`src/design/ctpc_pkg.sv`:
```
`timescale 1ns / 1ps
// ----------------------------------------------------------------------------
// ctpc_pkg - shared constants of the color tagged point centroid core
// Field positions of a target word, result width and default sizes.
// ----------------------------------------------------------------------------
package ctpc_pkg;

    // default sizing of the core
    localparam int DEF_MAX_TARGETS = 64;
    localparam int DEF_FRAC_BITS   = 4;

    // target word layout
    localparam int WORD_W    = 32;
    localparam int COORD_W   = 12;
    localparam int X_LSB     = 0;
    localparam int Y_LSB     = 16;
    localparam int BLUE_BIT  = 28;
    localparam int RED_BIT   = 30;

    // result fields
    localparam int          MEAN_W   = 16;
    localparam logic [15:0] MEAN_MAX = 16'hFFFF;

    // number of means per frame and queue depth between front and back
    localparam int NUM_MEANS   = 4;
    localparam int QUEUE_DEPTH = 2;

    // mean codes, in result order
    localparam logic [1:0] MEAN_BLUE_X = 2'd0;
    localparam logic [1:0] MEAN_BLUE_Y = 2'd1;
    localparam logic [1:0] MEAN_RED_X  = 2'd2;
    localparam logic [1:0] MEAN_RED_Y  = 2'd3;

endpackage

```
`src/design/ctpc_front.sv`:
```
`timescale 1ns / 1ps
// ----------------------------------------------------------------------------
// ctpc_front - target word accumulator
// Classifies each word by its color flags, sums coordinates and counts per
// color, and pushes one frame record into the queue on the last word.
// ----------------------------------------------------------------------------
module ctpc_front
    import ctpc_pkg::*;
#(
    parameter int MAX_TARGETS = DEF_MAX_TARGETS,
    parameter int CW          = $clog2(MAX_TARGETS + 1),
    parameter int SW          = COORD_W + CW,
    parameter int REC_W       = 4 * SW + 2 * CW
)
(
    input  logic              clk,
    input  logic              rst_n,
    input  logic [WORD_W-1:0] target_word,
    input  logic              last_target,
    input  logic              target_valid,
    output logic              target_stall,
    input  logic              queue_full,
    output logic              push,
    output logic [REC_W-1:0]  push_data
);

    logic [SW-1:0] blue_sum_x_reg, blue_sum_x_next;
    logic [SW-1:0] blue_sum_y_reg, blue_sum_y_next;
    logic [CW-1:0] blue_tally_reg, blue_tally_next;
    logic [SW-1:0] red_sum_x_reg,  red_sum_x_next;
    logic [SW-1:0] red_sum_y_reg,  red_sum_y_next;
    logic [CW-1:0] red_tally_reg,  red_tally_next;
    logic [CW-1:0] seen_reg,       seen_next;

    logic [SW-1:0] blue_sum_x_acc, blue_sum_y_acc, red_sum_x_acc, red_sum_y_acc;
    logic [CW-1:0] blue_tally_acc, red_tally_acc, seen_acc;
    logic [SW-1:0] x_ext, y_ext;
    logic          accept, room, add_blue, add_red;

    // word is taken only while the queue can hold a frame record
    assign target_stall = queue_full;
    assign accept       = target_valid && !queue_full;

    // classify
    assign room     = seen_reg < CW'(MAX_TARGETS);
    assign add_blue = room && target_word[BLUE_BIT];
    assign add_red  = room && target_word[RED_BIT];
    assign x_ext    = SW'(target_word[X_LSB +: COORD_W]);
    assign y_ext    = SW'(target_word[Y_LSB +: COORD_W]);

    // accumulate including the current word
    always_comb
    begin
        blue_sum_x_acc = blue_sum_x_reg + (add_blue ? x_ext : '0);
        blue_sum_y_acc = blue_sum_y_reg + (add_blue ? y_ext : '0);
        blue_tally_acc = blue_tally_reg + (add_blue ? CW'(1) : '0);
        red_sum_x_acc  = red_sum_x_reg + (add_red ? x_ext : '0);
        red_sum_y_acc  = red_sum_y_reg + (add_red ? y_ext : '0);
        red_tally_acc  = red_tally_reg + (add_red ? CW'(1) : '0);
        seen_acc       = seen_reg + (room ? CW'(1) : '0);
    end

    // frame record goes out on the last word
    assign push      = accept && last_target;
    assign push_data = {blue_sum_x_acc, blue_sum_y_acc, blue_tally_acc,
                        red_sum_x_acc, red_sum_y_acc, red_tally_acc};

    // next state: hold, accumulate or clear at frame end
    always_comb
    begin
        blue_sum_x_next = blue_sum_x_reg;
        blue_sum_y_next = blue_sum_y_reg;
        blue_tally_next = blue_tally_reg;
        red_sum_x_next  = red_sum_x_reg;
        red_sum_y_next  = red_sum_y_reg;
        red_tally_next  = red_tally_reg;
        seen_next       = seen_reg;
        if (push)
        begin
            blue_sum_x_next = '0;
            blue_sum_y_next = '0;
            blue_tally_next = '0;
            red_sum_x_next  = '0;
            red_sum_y_next  = '0;
            red_tally_next  = '0;
            seen_next       = '0;
        end
        else if (accept)
        begin
            blue_sum_x_next = blue_sum_x_acc;
            blue_sum_y_next = blue_sum_y_acc;
            blue_tally_next = blue_tally_acc;
            red_sum_x_next  = red_sum_x_acc;
            red_sum_y_next  = red_sum_y_acc;
            red_tally_next  = red_tally_acc;
            seen_next       = seen_acc;
        end
    end

    always_ff @(posedge clk or negedge rst_n)
    begin
        if (!rst_n)
        begin
            blue_sum_x_reg <= '0;
            blue_sum_y_reg <= '0;
            blue_tally_reg <= '0;
            red_sum_x_reg  <= '0;
            red_sum_y_reg  <= '0;
            red_tally_reg  <= '0;
            seen_reg       <= '0;
        end
        else
        begin
            blue_sum_x_reg <= blue_sum_x_next;
            blue_sum_y_reg <= blue_sum_y_next;
            blue_tally_reg <= blue_tally_next;
            red_sum_x_reg  <= red_sum_x_next;
            red_sum_y_reg  <= red_sum_y_next;
            red_tally_reg  <= red_tally_next;
            seen_reg       <= seen_next;
        end
    end

endmodule

```
`src/design/ctpc_queue.sv`:
```
`timescale 1ns / 1ps
// ----------------------------------------------------------------------------
// ctpc_queue - frame record queue
// Short register queue that lets the accumulator and the divide sequencer
// stall independently.
// ----------------------------------------------------------------------------
module ctpc_queue
    import ctpc_pkg::*;
#(
    parameter int REC_W = 32
)
(
    input  logic             clk,
    input  logic             rst_n,
    input  logic             push,
    input  logic [REC_W-1:0] push_data,
    input  logic             pop,
    output logic [REC_W-1:0] pop_data,
    output logic             full,
    output logic             empty
);

    localparam int PTR_W = (QUEUE_DEPTH > 1) ? $clog2(QUEUE_DEPTH) : 1;
    localparam int CNT_W = $clog2(QUEUE_DEPTH + 1);

    logic [REC_W-1:0] entry_reg [QUEUE_DEPTH];
    logic [PTR_W-1:0] wr_ptr_reg, wr_ptr_next;
    logic [PTR_W-1:0] rd_ptr_reg, rd_ptr_next;
    logic [CNT_W-1:0] count_reg, count_next;

    assign full     = count_reg == CNT_W'(QUEUE_DEPTH);
    assign empty    = count_reg == '0;
    assign pop_data = entry_reg[rd_ptr_reg];

    // pointer and fill count update
    always_comb
    begin
        wr_ptr_next = wr_ptr_reg;
        rd_ptr_next = rd_ptr_reg;
        count_next  = count_reg;
        if (push)
        begin
            wr_ptr_next = (wr_ptr_reg == PTR_W'(QUEUE_DEPTH - 1)) ? '0 : wr_ptr_reg + 1'b1;
        end
        if (pop)
        begin
            rd_ptr_next = (rd_ptr_reg == PTR_W'(QUEUE_DEPTH - 1)) ? '0 : rd_ptr_reg + 1'b1;
        end
        if (push && !pop)
        begin
            count_next = count_reg + 1'b1;
        end
        else if (pop && !push)
        begin
            count_next = count_reg - 1'b1;
        end
    end

    always_ff @(posedge clk or negedge rst_n)
    begin
        if (!rst_n)
        begin
            wr_ptr_reg <= '0;
            rd_ptr_reg <= '0;
            count_reg  <= '0;
        end
        else
        begin
            wr_ptr_reg <= wr_ptr_next;
            rd_ptr_reg <= rd_ptr_next;
            count_reg  <= count_next;
        end
    end

    // storage, no reset needed
    always_ff @(posedge clk)
    begin
        if (push)
        begin
            entry_reg[wr_ptr_reg] <= push_data;
        end
    end

endmodule

```
`src/design/ctpc_divider.sv`:
```
`timescale 1ns / 1ps
// ----------------------------------------------------------------------------
// ctpc_divider - bit serial restoring divider
// One quotient bit per cycle; the quotient saturates to the 16-bit mean.
// ----------------------------------------------------------------------------
module ctpc_divider
    import ctpc_pkg::*;
#(
    parameter int NW = 24,
    parameter int CW = 7
)
(
    input  logic              clk,
    input  logic              rst_n,
    input  logic              start,
    input  logic [NW-1:0]     num,
    input  logic [CW-1:0]     den,
    output logic              done,
    output logic [MEAN_W-1:0] quot
);

    localparam int CNT_W = $clog2(NW + 1);
    localparam int QW    = (NW > MEAN_W) ? NW : MEAN_W;

    logic [NW-1:0]    n_reg, n_next;
    logic [CW-1:0]    r_reg, r_next;
    logic [CW-1:0]    d_reg, d_next;
    logic [CNT_W-1:0] cnt_reg, cnt_next;
    logic             busy_reg, busy_next;
    logic             done_reg, done_next;

    logic [CW:0]      trial, diff;
    logic             ge;
    logic [QW-1:0]    q_ext;

    // one restoring step
    assign trial = {r_reg, n_reg[NW-1]};
    assign ge    = trial >= {1'b0, d_reg};
    assign diff  = trial - {1'b0, d_reg};

    always_comb
    begin
        n_next    = n_reg;
        r_next    = r_reg;
        d_next    = d_reg;
        cnt_next  = cnt_reg;
        busy_next = busy_reg;
        done_next = 1'b0;
        if (start)
        begin
            n_next    = num;
            r_next    = '0;
            d_next    = den;
            cnt_next  = '0;
            busy_next = 1'b1;
        end
        else if (busy_reg)
        begin
            n_next   = {n_reg[NW-2:0], ge};
            r_next   = ge ? diff[CW-1:0] : trial[CW-1:0];
            cnt_next = cnt_reg + 1'b1;
            if (cnt_reg == CNT_W'(NW - 1))
            begin
                busy_next = 1'b0;
                done_next = 1'b1;
            end
        end
    end

    always_ff @(posedge clk or negedge rst_n)
    begin
        if (!rst_n)
        begin
            cnt_reg  <= '0;
            busy_reg <= 1'b0;
            done_reg <= 1'b0;
        end
        else
        begin
            cnt_reg  <= cnt_next;
            busy_reg <= busy_next;
            done_reg <= done_next;
        end
    end

    always_ff @(posedge clk)
    begin
        n_reg <= n_next;
        r_reg <= r_next;
        d_reg <= d_next;
    end

    // saturate the quotient to the mean width
    assign q_ext = QW'(n_reg);
    assign quot  = ((q_ext >> MEAN_W) != '0) ? MEAN_MAX : q_ext[MEAN_W-1:0];
    assign done  = done_reg;

endmodule

```
`src/design/ctpc_back.sv`:
```
`timescale 1ns / 1ps
// ----------------------------------------------------------------------------
// ctpc_back - centroid divide sequencer
// Pops a frame record, runs the four means through the shared divider and
// hands the result word to the output register.
// ----------------------------------------------------------------------------
module ctpc_back
    import ctpc_pkg::*;
#(
    parameter int MAX_TARGETS = DEF_MAX_TARGETS,
    parameter int FRAC_BITS   = DEF_FRAC_BITS,
    parameter int CW          = $clog2(MAX_TARGETS + 1),
    parameter int SW          = COORD_W + CW,
    parameter int REC_W       = 4 * SW + 2 * CW
)
(
    input  logic              clk,
    input  logic              rst_n,
    input  logic              queue_empty,
    input  logic [REC_W-1:0]  pop_data,
    output logic              pop,
    output logic [MEAN_W-1:0] blue_x,
    output logic [MEAN_W-1:0] blue_y,
    output logic [MEAN_W-1:0] red_x,
    output logic [MEAN_W-1:0] red_y,
    output logic              blue_found,
    output logic              red_found,
    output logic              result_valid,
    input  logic              result_stall
);

    localparam int NW = SW + FRAC_BITS;

    localparam logic [1:0] ST_IDLE  = 2'd0;
    localparam logic [1:0] ST_START = 2'd1;
    localparam logic [1:0] ST_WAIT  = 2'd2;
    localparam logic [1:0] ST_DONE  = 2'd3;

    logic [1:0]        state_reg, state_next;
    logic [1:0]        idx_reg, idx_next;
    logic [REC_W-1:0]  rec_reg;
    logic [MEAN_W-1:0] res_reg [NUM_MEANS];
    logic              out_valid_reg, out_valid_next;
    logic [MEAN_W-1:0] blue_x_reg, blue_y_reg, red_x_reg, red_y_reg;
    logic              blue_found_reg, red_found_reg;

    logic [SW-1:0]     r_blue_sx, r_blue_sy, r_red_sx, r_red_sy;
    logic [CW-1:0]     r_blue_n, r_red_n;
    logic [SW-1:0]     sel_sum;
    logic [CW-1:0]     sel_den;
    logic [NW-1:0]     div_num;
    logic              div_start, div_done, load_out;
    logic [MEAN_W-1:0] div_quot, mean_val;

    // unpack the frame record
    assign {r_blue_sx, r_blue_sy, r_blue_n, r_red_sx, r_red_sy, r_red_n} = rec_reg;

    // operand select for the current mean
    always_comb
    begin
        unique case (idx_reg)
            MEAN_BLUE_X: sel_sum = r_blue_sx;
            MEAN_BLUE_Y: sel_sum = r_blue_sy;
            MEAN_RED_X:  sel_sum = r_red_sx;
            MEAN_RED_Y:  sel_sum = r_red_sy;
            default:     sel_sum = r_blue_sx;
        endcase
    end
    assign sel_den = idx_reg[1] ? r_red_n : r_blue_n;
    assign div_num = NW'(sel_sum) << FRAC_BITS;

    ctpc_divider #(
        .NW (NW),
        .CW (CW)
    ) u_divider (
        .clk   (clk),
        .rst_n (rst_n),
        .start (div_start),
        .num   (div_num),
        .den   (sel_den),
        .done  (div_done),
        .quot  (div_quot)
    );

    // an empty color gives a zero mean
    assign mean_val = (sel_den == '0) ? '0 : div_quot;

    // output slot free or being taken this cycle
    assign load_out = (state_reg == ST_DONE) && (!out_valid_reg || !result_stall);

    // sequencer
    always_comb
    begin
        state_next = state_reg;
        idx_next   = idx_reg;
        pop        = 1'b0;
        div_start  = 1'b0;
        unique case (state_reg)
            ST_IDLE:
            begin
                if (!queue_empty)
                begin
                    pop        = 1'b1;
                    idx_next   = MEAN_BLUE_X;
                    state_next = ST_START;
                end
            end
            ST_START:
            begin
                div_start  = 1'b1;
                state_next = ST_WAIT;
            end
            ST_WAIT:
            begin
                if (div_done)
                begin
                    if (idx_reg == MEAN_RED_Y)
                    begin
                        state_next = ST_DONE;
                    end
                    else
                    begin
                        idx_next   = idx_reg + 1'b1;
                        state_next = ST_START;
                    end
                end
            end
            ST_DONE:
            begin
                if (load_out)
                begin
                    state_next = ST_IDLE;
                end
            end
            default:
            begin
                state_next = ST_IDLE;
            end
        endcase
    end

    // output valid: set on load, cleared when taken
    always_comb
    begin
        out_valid_next = out_valid_reg;
        if (load_out)
        begin
            out_valid_next = 1'b1;
        end
        else if (!result_stall)
        begin
            out_valid_next = 1'b0;
        end
    end

    always_ff @(posedge clk or negedge rst_n)
    begin
        if (!rst_n)
        begin
            state_reg     <= ST_IDLE;
            idx_reg       <= MEAN_BLUE_X;
            out_valid_reg <= 1'b0;
        end
        else
        begin
            state_reg     <= state_next;
            idx_reg       <= idx_next;
            out_valid_reg <= out_valid_next;
        end
    end

    // payload registers
    always_ff @(posedge clk)
    begin
        if (pop)
        begin
            rec_reg <= pop_data;
        end
        if ((state_reg == ST_WAIT) && div_done)
        begin
            res_reg[idx_reg] <= mean_val;
        end
        if (load_out)
        begin
            blue_x_reg     <= res_reg[MEAN_BLUE_X];
            blue_y_reg     <= res_reg[MEAN_BLUE_Y];
            red_x_reg      <= res_reg[MEAN_RED_X];
            red_y_reg      <= res_reg[MEAN_RED_Y];
            blue_found_reg <= r_blue_n != '0;
            red_found_reg  <= r_red_n != '0;
        end
    end

    assign blue_x       = blue_x_reg;
    assign blue_y       = blue_y_reg;
    assign red_x        = red_x_reg;
    assign red_y        = red_y_reg;
    assign blue_found   = blue_found_reg;
    assign red_found    = red_found_reg;
    assign result_valid = out_valid_reg;

endmodule

```
`src/design/color_tagged_point_centroid_core.sv`:
```
`timescale 1ns / 1ps
// ----------------------------------------------------------------------------
// color_tagged_point_centroid_core - blue and red target centroids per frame
// Accumulates target words of a frame and reports both color centroids.
// ----------------------------------------------------------------------------
// Usage:
//   Target channel: target_word, last_target, target_valid, target_stall.
//   One word is taken per cycle while target_stall is low; last_target
//   marks the frame's final word. Result channel: blue_x, blue_y, red_x,
//   red_y, blue_found, red_found, result_valid, result_stall; one result
//   word per frame, held while result_stall is high.
//   Means are unsigned with FRAC_BITS fraction bits, truncated, saturated
//   to 16 bits; a color with no targets reports 0 and found low. Words past
//   MAX_TARGETS in a frame are ignored.
//   One serial divider runs the four means in turn, one quotient bit per
//   cycle, N = 12 + clog2(MAX_TARGETS+1) + FRAC_BITS bits each. One word
//   is taken per cycle while target_stall is low. A two-entry frame queue
//   sits between the accumulator and the divider; target_stall rises only
//   when two finished frames are waiting there, which happens for frames
//   shorter than the divide time or while result_stall holds the output.
//   A stalled result does not block the next frame's divides.
//   Reset clears all sums, the queue and the output valid.
// ----------------------------------------------------------------------------
module color_tagged_point_centroid_core
    import ctpc_pkg::*;
#(
    parameter int MAX_TARGETS = DEF_MAX_TARGETS,
    parameter int FRAC_BITS   = DEF_FRAC_BITS
)
(
    input  logic              clk,
    input  logic              rst_n,
    input  logic [WORD_W-1:0] target_word,
    input  logic              last_target,
    input  logic              target_valid,
    output logic              target_stall,
    output logic [MEAN_W-1:0] blue_x,
    output logic [MEAN_W-1:0] blue_y,
    output logic [MEAN_W-1:0] red_x,
    output logic [MEAN_W-1:0] red_y,
    output logic              blue_found,
    output logic              red_found,
    output logic              result_valid,
    input  logic              result_stall
);

    localparam int CW    = $clog2(MAX_TARGETS + 1);
    localparam int SW    = COORD_W + CW;
    localparam int REC_W = 4 * SW + 2 * CW;

    logic             push, pop, queue_full, queue_empty;
    logic [REC_W-1:0] push_data, pop_data;

    ctpc_front #(
        .MAX_TARGETS (MAX_TARGETS),
        .CW          (CW),
        .SW          (SW),
        .REC_W       (REC_W)
    ) u_front (
        .clk          (clk),
        .rst_n        (rst_n),
        .target_word  (target_word),
        .last_target  (last_target),
        .target_valid (target_valid),
        .target_stall (target_stall),
        .queue_full   (queue_full),
        .push         (push),
        .push_data    (push_data)
    );

    ctpc_queue #(
        .REC_W (REC_W)
    ) u_queue (
        .clk       (clk),
        .rst_n     (rst_n),
        .push      (push),
        .push_data (push_data),
        .pop       (pop),
        .pop_data  (pop_data),
        .full      (queue_full),
        .empty     (queue_empty)
    );

    ctpc_back #(
        .MAX_TARGETS (MAX_TARGETS),
        .FRAC_BITS   (FRAC_BITS),
        .CW          (CW),
        .SW          (SW),
        .REC_W       (REC_W)
    ) u_back (
        .clk          (clk),
        .rst_n        (rst_n),
        .queue_empty  (queue_empty),
        .pop_data     (pop_data),
        .pop          (pop),
        .blue_x       (blue_x),
        .blue_y       (blue_y),
        .red_x        (red_x),
        .red_y        (red_y),
        .blue_found   (blue_found),
        .red_found    (red_found),
        .result_valid (result_valid),
        .result_stall (result_stall)
    );

endmodule

```
`config.mk`:
```
export PLATFORM = sky130hd
export DESIGN_NAME = color_tagged_point_centroid_core
export DESIGN_NICKNAME = d
export VERILOG_FILES = /design/src/design/ctpc_pkg.sv /design/src/design/ctpc_front.sv /design/src/design/ctpc_queue.sv /design/src/design/ctpc_divider.sv /design/src/design/ctpc_back.sv /design/src/design/color_tagged_point_centroid_core.sv
export SDC_FILE = /design/constraint.sdc
export NUM_CORES = 1
export LEC_CHECK = 0
export ABC_AREA = 1
export BUFFER_PORTS_ARGS = -buffer_cell sky130_fd_sc_hd__buf_2
export CORE_MARGIN = 5
export CORE_UTILIZATION = 55
export DETAILED_ROUTE_END_ITERATION = 12
export PLACE_DENSITY_LB_ADDON = 0.15
export SYNTH_ARGS = -nofsm -noshare
export SYNTH_HDL_FRONTEND = slang
export SYNTH_SLANG_ARGS = --single-unit
```
`constraint.sdc`:
```
create_clock -name clk -period 6.2 [get_ports clk]
set_input_delay 1.86 -clock clk [delete_from_list [all_inputs] [get_ports clk]]
set_output_delay 1.86 -clock clk [all_outputs]
set_load 0.005 [all_outputs]
```
==> results of run 1 <==
[per-layer routing]
metal | up-vias | routed length, microns | track usage (%)
li1 | 7916 | - | -
met1 | 7560 | 22100 | 29.2
met2 | 396 | 24500 | 36.1
met3 | 76 | 2870 | 3.19
met4 | 0 | 1260 | 6.59
met5 | - | 0 | 0
[power groups by stage]
| stage | combinational (uW) | sequential, uW | clock, uW |
|---|---|---|---|
| floorplan | 2330 | 5670 | 0 |
| global placement | 3210 | 5750 | 0 |
| detailed placement | 3290 | 5770 | 0 |
| CTS | 3300 | 5700 | 3710 |
| global route | 3730 | 5780 | 3890 |
| finish | 3280 | 5700 | 3640 |
[cells by family (layout without fill, tap and decap cells)]
kind of cell | count (synthesis) | in the layout | synth area share (%)
simple gates | 1091 | 1091 | 18.7
flops | 550 | 550 | 65.1
compound gates | 238 | 238 | 5.57
buf+inv | 317 | 481 | 5.12
fa+ha+maj | 74 | 74 | 3.96
xor+xnor | 43 | 43 | 1.55
[final cells by class]
class                   instances  area share, %
clock inverters                39           2.07
multi-input cells            1446           26.4
inverters                     258           3.54
clock buffers                  64           5.27
well taps                     592           2.69
flip-flops and latches        550           57.5
repair buffers                120           2.48
[cells in the mapped netlist (7+ instances only)]
| cell | number | area [sq um] |
|---|---|---|
| a21oi_1 | 76 | 380 |
| a21oi_2 | 10 | 87.6 |
| a22o_1 | 19 | 166 |
| a31oi_1 | 19 | 119 |
| and2_1 | 40 | 250 |
| buf_2 | 7 | 35.0 |
| buf_4 | 7 | 52.6 |
| clkbuf_1 | 38 | 143 |
| dfrtp_1 | 113 | 2830 |
| dfxtp_1 | 11 | 220 |
| edfxtp_1 | 426 | 12800 |
| ha_1 | 69 | 863 |
| inv_1 | 253 | 950 |
| nand2_1 | 739 | 2770 |
| nand3_1 | 119 | 596 |
| nand3b_1 | 9 | 67.6 |
| nor2_1 | 128 | 480 |
| nor3_1 | 18 | 90.1 |
| nor4_1 | 7 | 43.8 |
| o21ai_0 | 84 | 420 |
| o21ai_1 | 11 | 55.1 |
| o22ai_1 | 13 | 81.3 |
| xnor2_1 | 23 | 201 |
| xor2_1 | 20 | 175 |
[final timing paths]
kind                       cells after the start                  start  slack, ns                         to
setup / recovery                              13        target_word[28]       2.12   u_queue.entry_reg[0][89]
hold / removal                                 0  u_back.res_reg[0][10]       0.42                 blue_x[10]
setup reg to reg                              13    u_front.seen_reg[6]       2.94   u_queue.entry_reg[0][89]
hold reg to reg                                0  u_back.res_reg[0][10]       0.42                 blue_x[10]
max in group asynchronous                      2                  rst_n       3.79  u_front.blue_sum_x_reg[7]
min in group asynchronous                      1                  rst_n       1.38        u_front.seen_reg[3]
[through the flow]
stage          std cells  util [%]  hold slack [ns]
2_1_floorplan       2313         -            0.400
3_3_place_gp        2966      58.0            0.403
3_5_place_dp        2966      58.0            0.405
4_1_cts             3069      62.6            0.419
5_1_grt             3069      62.6            0.428
6_report            3069      62.6            0.418
[worst register-to-register path, delay by kind of cell, from the launching register on]
family | cells | cell delay [ns]
buffers and inverters | 2 | 0.17
adder cells (fa/ha/maj) | 2 | 0.67
flip-flops | 1 | 0.40
AND/OR/NAND/NOR | 9 | 1.79
==> metrics.md, run 1 <==
| Metric | Value |
|---|---|
| Status | complete, no violations |
| Most frequent cells in the layout | nand2_1 (739), edfxtp_1 (426), inv_1 (252) |
| Final Max Tran Viols | 0 |
| Die height | between 200 and 250 microns |
| Final Critical Period | between 4 and 5 ns |
| #FFs+latches synth | 550 |
| DR pass1 iterations | 5 |
| Max reg flops | 180 |
| Slowest CP cell | nand2_1 |
| Floorplan row count | 77 |
| Switch Pwr | about 4100 uW |
| Clk slew on worst S/H paths | 0.06 ns |
| Clock buffer depth | 3 |
| Switching share of power | roughly 33% |
| Layout cells sized above 1 | approximately a tenth |
| Fmax achieved | ~0.25 GHz |
| DRC errors left | 0 |
| I/O pin cnt | ~110 |
| MaxCap Viol Count | 0 |
| Core ar. | approximately 44,000 sq um |
| Critical path fanouts, max | 18 |
| Top delay family on crit path | simple AND/OR/NAND/NOR gates |
| Die W | between 200 and 250 microns |
| Setup slack at placement | between 1 and 1.5 ns |
| DP Area | between 20,000 and 30,000 sq um |
| Num CTS Buffers | 55 |
| Element type at the critical path end | flop |
| Total power | approximately 13,000 uW |
| Initial antenna violation count | 0 |
| DR vias/cell | just over 5 |
| Register area share after synthesis | about two thirds |
| FF+latch area | between 15,000 and 20,000 sq um |
| Reg power frac | a little under half |
| Largest net degree at the start of global routing | 70 |
| Critical path, cell by cell | buf_2 -> nand2_1 -> nor2_1 -> ha_1 -> inv_1 -> fa_1 -> nor2_1 -> nand2_1 -> nand3_1 -> nand3_1 -> nand2_1 -> nand3_1 -> and2_1 |
| CTS tree | done |
| Area occupied by multi-input gates | ~7300 sq um |
| Combinational share of power | a little over a quarter |
| VDD IR max | roughly 0.35 mV |
| Die area | 48,500 sq um |
| Worst min path class | reg2reg |
| Mapped Cells | roughly 2.3k |
| RSZ-0062 raised after global routing | no |
| Ant diodes | 0 |
| Actual slew at the worst max-slew pin | around 1.2 ns |
| Root Buffer | clkbuf_16 |
| Placer Congestion | just under 0.9 |
| Vias in the first global route | about 16k |
| Post-Synthesis Cell Area | approximately 24,000 sq um |
| Post-synth EDFFs | ~430 |
| Final ANT Viol Nets | 0 |
| Period utilization | between 60% and 70% |
| Internal | roughly 8500 uW |
| Hold buffers post-CTS | 0 |
| Setup bufs post-CTS | 0 |
| GRT overflow | 0 |
| Leakage | roughly 0.012 uW |
| Synth Area per Inst | 10.5 sq um |
| Final HPWL DP | approximately 35,000 microns |
| Relative slew slack | slightly above 20% |
| PostCTS Resize Cnt | 0 |
| Initial Utilization | 55.3% |
| Fill cell count | 3,507 |
| PortBufs | 98 |
| Net Count, Synth | 2,424 |
| Setup-failing EPs final | 0 |
| Area growth, synth to finish | 13.2% |
| Crit Path Class | in2reg |
| Clock skew | 0.0170 ns |
| Setup TNS | 0 ns |
| Clock Power Share | roughly 29% |
| PwrDens | around 460 nW/um^2 |
| Hold Vio Cnt, Final | 0 |
| Async set-reset flop share out of synthesis | between 20% and 30% |
| Most common cell after layout, fill and taps aside | nand2_1 |
| CP peak stage delay | approximately 0.5 ns |
| Final worst slack | about 2.1 ns |
| Main synth FF type | edfxtp_1 |
| DR iter-0 viols | 1,116 |
| GRT Resource Usage Total | a little over a fifth |
| Final Cell Area | approximately 28,000 sq um |
| CTS H-tree depth | 2 |
| Vias | roughly 16k |
| Startpoint Class | primary input |
| CTS Sinks | 550 |
| DRT Wirelength | roughly 51,000 microns |
| Worst skew pair latency | roughly 0.61 ns |
| Synth cell types | between 40 and 50 |
| Post-DR wirelength/cell | roughly 17 microns |
| Critical path data required time | 6.56 ns |
| Layout Nets | between 2k and 3k |
| Global-route wire length before repair | about 80,000 microns |
| WP buf/inv | 2 |
| Synth Warn # | 0 |
| WP data arrival | about 4.4 ns |
No activity file was read; power rests on OpenSTA's default activity.
==> run 2: changes to the inputs <==
Clock period 6.2 ns to 4.12 ns, I/O delays scaled along.
==> run 2 against run 1 <==
Net effect: critical path depth is 1 higher; sequential share of layout area is 0.42 points higher; global-route usage is 0.59 points lower; sequential cell count stayed put; first-iteration DRC count is 1.8% higher; clock skew is 0.0040 ns lower; clock-buffer cell count is 1 lower; cell area is 0.72% lower; die area stayed put; wire length is 1.8% lower; clock power is 36% higher; register-to-register slack worse by 1.8 ns; largest power group unchanged.
==> metrics.md, run 2 (same netlist as run 1, synthesis figures left out) <==
| Metric | Value |
|---|---|
| Final Cell Area | 27,300 sq um (-0.72%) |
| PostCTS Resize Cnt | 0 (unchanged) |
| Setup slack at placement | 0.383 ns (-1.12 ns) |
| Core ar. | 44,000 sq um (unchanged) |
| Worst min path class | reg2reg |
| Reg power frac | 46.0% (+0.8 points) |
| I/O pin cnt | 105 (unchanged) |
| Die area | 48,500 sq um (unchanged) |
| Critical path fanouts, max | 7 (-11) |
| Setup bufs post-CTS | 0 (unchanged) |
| CTS H-tree depth | 2 (unchanged) |
| DRT Wirelength | 49,800 microns (-1.8%) |
| Post-DR wirelength/cell | 16.3 microns (-1.6%) |
| Max reg flops | 180 (unchanged) |
| Initial antenna violation count | 0 (unchanged) |
| Leakage | 0.0118 uW (-0.97%) |
| PwrDens | 677 nW/um^2 (+48%) |
| VDD IR max | 0.449 mV (+28%) |
| Total power | 18,500 uW (+47%) |
| Startpoint Class | primary input |
| Area growth, synth to finish | 12.4% |
| RSZ-0062 raised after global routing | no |
| Global-route wire length before repair | 79,400 microns (-3.2%) |
| Worst skew pair latency | 0.60 ns (about the same) |
| CTS tree | done |
| WP data arrival | 3.48 ns (-0.96 ns) |
| Actual slew at the worst max-slew pin | 1.18 ns (-0.00497 ns) |
| Layout Nets | 2,538 (-0.16%) |
| Clock buffer depth | 3 (unchanged) |
| Placer Congestion | 0.897 (+1.4%) |
| Hold buffers post-CTS | 0 (unchanged) |
| Most common cell after layout, fill and taps aside | nand2_1 |
| Critical path data required time | 4.47 ns (-2.09 ns) |
| Final worst slack | 0.989 ns (-1.13 ns) |
| HP Start | u_back.res_reg[2][5] |
| Relative slew slack | 20.7% (+0.33 points) |
| Num CTS Buffers | 54 (-1.8%) |
| Clock Power Share | 26.8% (-2.0 points) |
| Crit Path Class | in2reg |
| Setup-failing EPs final | 0 (unchanged) |
| Crit path from | target_word[28] |
| Switching share of power | 33.4% (+0.64 points) |
| Clock skew | 0.0129 ns (-0.00403 ns) |
| Non-Filler Instances | 3,065 (-0.13%) |
| Vias | 15.8k (-1.0%) |
| Final core utilization | 62.1% (-0.45 points) |
| Fmax achieved | 0.319 GHz |
| Initial Utilization | 55.3% (unchanged) |
| Switch Pwr | 6180 uW (+50%) |
| Final Critical Period | about 3.1 ns |
| DR iter-0 viols | 1,136 (+1.8%) |
| GRT Resource Usage Total | 20.9% (-0.59 points) |
| Vias in the first global route | 15.1k (-3.5%) |
| Die height | 220 microns (unchanged) |
| Final ANT Viol Nets | 0 (unchanged) |
| Period utilization | approximately three quarters |
| Ant diodes | 0 (unchanged) |
| DRC errors left | 0 (unchanged) |
| Clk slew on worst S/H paths | 0.06 ns (about the same) |
| Die W | 220 microns (unchanged) |
| CTS Sinks | 550 (unchanged) |
| DP Area | 25,500 sq um (about the same) |
| Largest net degree at the start of global routing | 91 (+30%) |
| Floorplan row count | 77 (unchanged) |
| Element type at the critical path end | flop |
| PortBufs | 98 (unchanged) |
| DR pass1 iterations | 7 (+2) |
| Final HPWL DP | 34,200 microns (-3.1%) |
| Hold Vio Cnt, Final | 0 (unchanged) |
| Status | complete, no violations |
| GRT overflow | 0 (unchanged) |
| MaxCap Viol Count | 0 (unchanged) |
| Most frequent cells in the layout | nand2_1 (739), edfxtp_1 (426), inv_1 (252) |
| Layout cells sized above 1 | 10.2% (-0.19 points) |
| Root Buffer | clkbuf_16 |
| Combinational share of power | 27.2% (+1.2 points) |
| Final Max Tran Viols | 0 (unchanged) |
| Critical R2R Launch | u_front.seen_reg[6] |
| DR vias/cell | 5.15 (-0.91%) |
| Internal | 12,300 uW (+45%) |
| DP Cell Count | 2,963 (-0.10%) |
run 2: power groups by stage:
stage	clock, uW	combinational, uW	sequential, uW
after floorplan	0	3520	8510
after global placement	0	4940	8600
after detailed placement	0	5060	8630
after CTS	5060	5080	8530
after global routing	5340	5680	8640
final	4960	5030	8520
run 2: critical path, cell delays in order:
cell and delay (ns):
buf_2 0.08, nand2_1 0.28, nor2_1 0.19, ha_1 0.23
inv_1 0.07, fa_1 0.43, nand3b_1 0.18, nand2_1 0.11
nand2_1 0.07, nand2_1 0.16, nand2_1 0.10, nand2_1 0.08
nand3_1 0.08, and2_1 0.17
run 2: area by class of cell:
class,count,area [sq um]
Tap cell,592,741
Multi-Input combinational cell,1446,7280
Fill cell,3546,16700
Clock buffer,63,1420
Inverter,258,975
Sequential cell,550,15800
Clock inverter,39,404
Timing Repair Buffer,117,686
run 2: path summary, 6_finish.rpt:
kind | end | slack (ns) | cells after the start
worst min register to register | red_x[5] | 0.42 | 0
max in group asynchronous | u_front.blue_sum_x_reg[16] | 2.49 | 2
worst max-delay path | u_queue.entry_reg[0][68] | 0.99 | 14
min in group asynchronous | u_front.red_sum_y_reg[4] | 0.73 | 1
worst max register to register | u_queue.entry_reg[0][68] | 1.19 | 14
worst min-delay path | red_x[5] | 0.42 | 0
run 2: layer usage:
metal / wire, microns / track usage, %
met5: 0 / 0
met2: 24000 / 34.9
met3: 2810 / 3.69
met1: 22000 / 28.6
met4: 1070 / 5.39
run 2: per-stage QoR:
stage / TNS [ns] / hold slack, ns
global route: 0 / 0.419
CTS: 0 / 0.416
finish: 0 / 0.415
global placement: 0 / 0.400
detailed placement: 0 / 0.405
floorplan: -58.37 / 0.400
